File: config.mk
export PLATFORM = sky130hd
export DESIGN_NAME = uvs_front
export DESIGN_NICKNAME = d
export VERILOG_FILES = /design/src/hw/rtl/uvs_pkg.sv /design/src/hw/rtl/uvs_front.sv
export SDC_FILE = /design/constraint.sdc
export NUM_CORES = 1
export LEC_CHECK = 0
export BUFFER_PORTS_ARGS = -buffer_cell sky130_fd_sc_hd__buf_2
export CAP_MARGIN = 20
export CORE_MARGIN = 2
export CORE_UTILIZATION = 40
export CTS_CLUSTER_DIAMETER = 60
export DETAILED_ROUTE_END_ITERATION = 7
export GPL_TIMING_DRIVEN = 1
export PLACE_DENSITY = 0.73
export SLEW_MARGIN = 0
export SYNTH_ARGS = -nofsm -noshare
export SYNTH_HDL_FRONTEND = slang
export SYNTH_SLANG_ARGS = --single-unit
File: constraint.sdc
create_clock -name clock -period 1.8 [get_ports clock]
set_input_delay 0 -clock clock [delete_from_list [all_inputs] [get_ports clock]]
set_output_delay 0 -clock clock [all_outputs]
set_load 0.03 [all_outputs]
File: src/hw/rtl/uvs_pkg.sv
// Shared types, constants and small tables for the UV sphere vertex generator.
`default_nettype none

package uvs_pkg;

   // Configuration register indexes
   localparam logic [1:0] REG_RADIUS      = 2'd0;
   localparam logic [1:0] REG_SLICE_COUNT = 2'd1;
   localparam logic [1:0] REG_STACK_COUNT = 2'd2;

   // Divide operations, selected by op[2:1] in the back end
   localparam logic [1:0] OP_RHO = 2'd0;
   localparam logic [1:0] OP_TH  = 2'd1;
   localparam logic [1:0] OP_S   = 2'd2;
   localparam logic [1:0] OP_T   = 2'd3;

   localparam logic [2:0] LAST_OP   = 3'd7;
   localparam logic [2:0] LAST_BEAT = 3'd5;
   localparam logic [2:0] LAST_TERM = 3'd4;

   // Q30 fixed point constants for the sine series
   localparam logic [31:0] ONE_Q30     = 32'd1073741824;
   localparam logic [31:0] HALF_PI_Q30 = 32'd1686629713;
   localparam logic [15:0] HALF_PI_LO  = HALF_PI_Q30[15:0];
   localparam logic [15:0] HALF_PI_HI  = HALF_PI_Q30[31:16];

   typedef struct packed {
      logic [9:0] stack_index;
      logic [9:0] slice_index;
      logic       bad;
   } item_type;

   typedef struct packed {
      logic     valid;
      item_type item;
   } queue_head_type;

   typedef enum logic [1:0] {
      B_IDLE,
      B_DIV,
      B_SIN,
      B_EMIT
   } back_state_type;

   typedef enum logic [2:0] {
      SIN_IDLE,
      SIN_ALO,
      SIN_AHI,
      SIN_A2,
      SIN_X,
      SIN_Q,
      SIN_U,
      SIN_S
   } sin_state_type;

   // Horner divisors of the series, innermost first
   function automatic logic [6:0] taylor_div(input logic [2:0] k);
      logic [6:0] d;
      case (k)
         3'd0: d = 7'd110;
         3'd1: d = 7'd72;
         3'd2: d = 7'd42;
         3'd3: d = 7'd20;
         3'd4: d = 7'd6;
         default: d = 7'd6;
      endcase
      return d;
   endfunction

   // floor(2^32 / divisor)
   function automatic logic [31:0] taylor_recip(input logic [2:0] k);
      logic [31:0] r;
      case (k)
         3'd0: r = 32'd39045157;
         3'd1: r = 32'd59652323;
         3'd2: r = 32'd102261126;
         3'd3: r = 32'd214748364;
         3'd4: r = 32'd715827882;
         default: r = 32'd715827882;
      endcase
      return r;
   endfunction

   // Corner order: (i,j) (i+1,j) (i,j+1) (i+1,j) (i+1,j+1) (i,j+1)
   function automatic logic corner_dr(input logic [2:0] beat);
      logic v;
      case (beat)
         3'd1, 3'd3, 3'd4: v = 1'b1;
         default: v = 1'b0;
      endcase
      return v;
   endfunction

   function automatic logic corner_dc(input logic [2:0] beat);
      logic v;
      case (beat)
         3'd2, 3'd4, 3'd5: v = 1'b1;
         default: v = 1'b0;
      endcase
      return v;
   endfunction

   // Signed product shifted right 15, rounded half away from zero
   function automatic logic signed [18:0] round15(input logic signed [33:0] p);
      logic        neg;
      logic [33:0] mag;
      logic [18:0] r;
      neg = p[33];
      mag = neg ? 34'(-p) : 34'(p);
      r   = 19'((mag + 34'd16384) >> 15);
      return neg ? 19'(-r) : r;
   endfunction

endpackage

`default_nettype wire

File: src/hw/rtl/uvs_front.sv
// Front end: takes request beats, flags bad indexes, queues them two deep.
`default_nettype none

module uvs_front import uvs_pkg::*; (
   input  wire logic        clock,
   input  wire logic        reset,
   input  wire logic        req_valid,
   output logic             req_stall,
   input  wire logic [9:0]  req_stack_index,
   input  wire logic [9:0]  req_slice_index,
   input  wire logic [10:0] stacks,
   input  wire logic [10:0] slices,
   input  wire logic        pop,
   output queue_head_type   head
);

   item_type   ent_ff [2];
   item_type   ent_in;
   logic       wr_ff, wr_in;
   logic       rd_ff, rd_in;
   logic [1:0] cnt_ff, cnt_in;
   logic       push;
   logic       take;

   assign req_stall = (cnt_ff == 2'd2);
   assign push      = req_valid && !req_stall;
   assign take      = pop && (cnt_ff != 2'd0);

   always_comb begin
      ent_in.stack_index = req_stack_index;
      ent_in.slice_index = req_slice_index;
      ent_in.bad = ({1'b0, req_stack_index} >= stacks) || ({1'b0, req_slice_index} >= slices);
      wr_in  = push ? ~wr_ff : wr_ff;
      rd_in  = take ? ~rd_ff : rd_ff;
      cnt_in = cnt_ff + 2'(push) - 2'(take);
   end

   always_ff @(posedge clock) begin
      if (reset) begin
         wr_ff  <= 1'b0;
         rd_ff  <= 1'b0;
         cnt_ff <= '0;
      end else begin
         wr_ff  <= wr_in;
         rd_ff  <= rd_in;
         cnt_ff <= cnt_in;
      end
      if (push) begin
         ent_ff[wr_ff] <= ent_in;
      end
   end

   assign head.valid = (cnt_ff != 2'd0);
   assign head.item  = ent_ff[rd_ff];

endmodule

`default_nettype wire

==> results.json <==
{
  "status": "finished clean",
  "ant_nets": 0,
  "p_total_mw": 3.569,
  "clkLatencyLatePin_ns": 0.29,
  "critPathMaxFanout": 3,
  "drive_gt1_share_pct": 41.92,
  "fin_ws_ns": 0.1121,
  "antenna_found_initial": 0,
  "clock_skew_ns": 0.005238,
  "netlist_top_cells_area": "edfxtp_1, ha_1, mux2_2",
  "synth_flop_cell": "edfxtp_1",
  "cellLeakagePower_nw": 1.339,
  "rsz0062_at_grt": "no",
  "drt-initial-drc-count": 43,
  "htreeDepth": 2,
  "syn_to_final_growth_pct": 36.46,
  "synth_top_area_share_pct": 55.94,
  "ios": 69,
  "core_area_um2": 5473,
  "synth-edff-count": 42,
  "p_per_area_nw_per_um2": 1160,
  "synth-seq-cells": 47,
  "cts_num_sinks": 47,
  "die-area_um2": 6253,
  "synth_top_cell_by_area": "edfxtp_1",
  "cp_data_required_time_ns": 1.84,
  "wl_per_cell_um": 12.82,
  "hold_violations": 0,
  "crit_arrival_ns": 1.73,
  "layout.nets": 327,
  "routed_wl_um": 4257,
  "cts_tree": "done",
  "crit_path_end_kind": "flop",
  "synth_nets": 229,
  "overflow": 0,
  "synth_area_um2": 2255,
  "drt-pass1-iter-count": 4,
  "place_congestion": 0.7359,
  "start_util_pct": 41.20,
  "cts_setup_buffers": 0,
  "tns_ns": 0,
  "pre_cts_slack_ns": 0.1054,
  "num_antenna_cells": 0,
  "die_w_um": 79.08,
  "hpwlAfterDp_um": 3097,
  "finalCriticalPeriod_ns": 1.688,
  "rows": 27,
  "vias": 1564,
  "peakVddDrop_mv": 0.8955,
  "clk_pin_slew_ns": 0.08,
  "synth-async-reset-ratio_pct": 0,
  "avgViaCountPerCell": 4.711,
  "cts_buffer_depth": 2,
  "cap_viol_max_count": 0,
  "portBuffers": 68,
  "yosys_warnings": 0,
  "yosysSeqAreaShare_pct": 60.38,
  "grt_pass1_wl_um": 6589,
  "final.period_utilization_pct": 93.77,
  "synth.most_common_cell": "edfxtp_1",
  "min_path_type": "input port to flop",
  "synth_cell_type_count": 28,
  "finalMaxSlewViolations": 0,
  "grt_usage_pct": 14.09,
  "die_h_um": 79.08,
  "fmax_ghz": 0.5924,
  "startpoint_type": "input port",
  "first_global_vias": 1537,
  "drc_errors": 0,
  "numCtsBuffers": 5,
  "grt_max_degree": 22,
  "relSlewSlack_pct": 79.91,
  "finalSetupViolCount": 0,
  "tightest_slew_ns": 0.3013,
  "synth.avg_cell_area_um2": 14.00,
  "crit_type": "input port to flop",
  "synth_common_cells": "edfxtp_1, inv_1, ha_1",
  "root_buffer": "clkbuf_8",
  "fillers": 496,
  "synthCells": 161
}
-- sequential cells by signal, indices dropped and copies added, names as in the netlist, named ones only --
| register | cells |
|---|---|
| cnt_ff | 2 |
| ent_ff | 42 |
| rd_ff | 1 |
| wr_ff | 1 |
-- critical path: stages --
cell,delay (ns)
dlygate4sd3_1,0.53
buf_2,0.14
ha_1,0.19
a21oi_1,0.27
nor2_4,0.05
a2111oi_2,0.27
o21ai_1,0.10
o21bai_1,0.18
-- per-stage QoR --
step / util (%) / instances / hold slack [ns] / instance area (um^2)
finish: 56.22 / 332 / 0.1156 / 3077
global route: 56.22 / 332 / 0.1341 / 3077
CTS: 55.81 / 332 / 0.1135 / 3054
detailed placement: 49.47 / 303 / 0.2092 / 2708
global placement: 49.47 / 303 / 0.2033 / 2708
floorplan: - / 161 / 0.07161 / 2257
-- layout by cell type, fill, tap and decap left out, types with 3 or more instances in the layout --
master          n
a21oi_1         6
a21oi_2         3
buf_2          68
buf_4           4
clkbuf_8        5
dfxtp_1         5
dlygate4sd3_1  21
edfxtp_1       42
ha_1           21
inv_1          23
mux2_2         21
nand2_1         3
nand3_1         4
nor2_1          5
-- logic make-up after synthesis --
group / share of synthesized area [%]
buf+inv: 4.273
compound gates: 4.162
flops: 60.38
xor+xnor: 1.554
fa+ha+maj: 12.21
simple gates: 6.938
mux: 10.49
-- area by class of cell --
type                       instances  area (um^2)  area share, %
multi-input combinational         89        822.0          26.72
inverter                          23        86.33          2.806
timing repair buffer              93        580.6          18.87
clock buffer                       5        68.82          2.237
clock inverter                     3        67.56          2.196
tap                               72        90.09          2.928
sequential                        47         1361          44.25
-- final timing paths --
path / end / slack [ns] / cells past startpoint / start
max: ent_ff[0][0] / 0.11 / 8 / req_slice_index[3]
max reg2reg: cnt_ff[1] / 0.11 / 8 / cnt_ff[1]
min reg2reg: rd_ff / 0.52 / 2 / rd_ff
min: rd_ff / 0.12 / 4 / pop
-- metal layers --
metal | wire length, um | vias to the layer above | GRT usage [%] | share of wire [%]
li1 | - | 780 | - | -
met1 | 1747 | 738 | 14.49 | 41
met2 | 2262 | 39 | 27.46 | 53
met3 | 175 | 7 | 2.500 | 4.1
met4 | 72 | 0 | 6.207 | 1.7
met5 | 0 | - | 0 | 0
-- report_power, final --
group          switching, mW  internal [mW]  total (mW)
combinational          0.747          0.488        1.23
clock                  0.346          0.553       0.900
sequential            0.0461           1.39        1.44
total                   1.14           2.43        3.57
-- timing repair --
action                     CTS  global route
hold endpoints to repair    45             0
gates resized for setup      0             4
hold buffers                21             0
setup endpoints to repair    0             2
(Power assumes the default switching activity.)
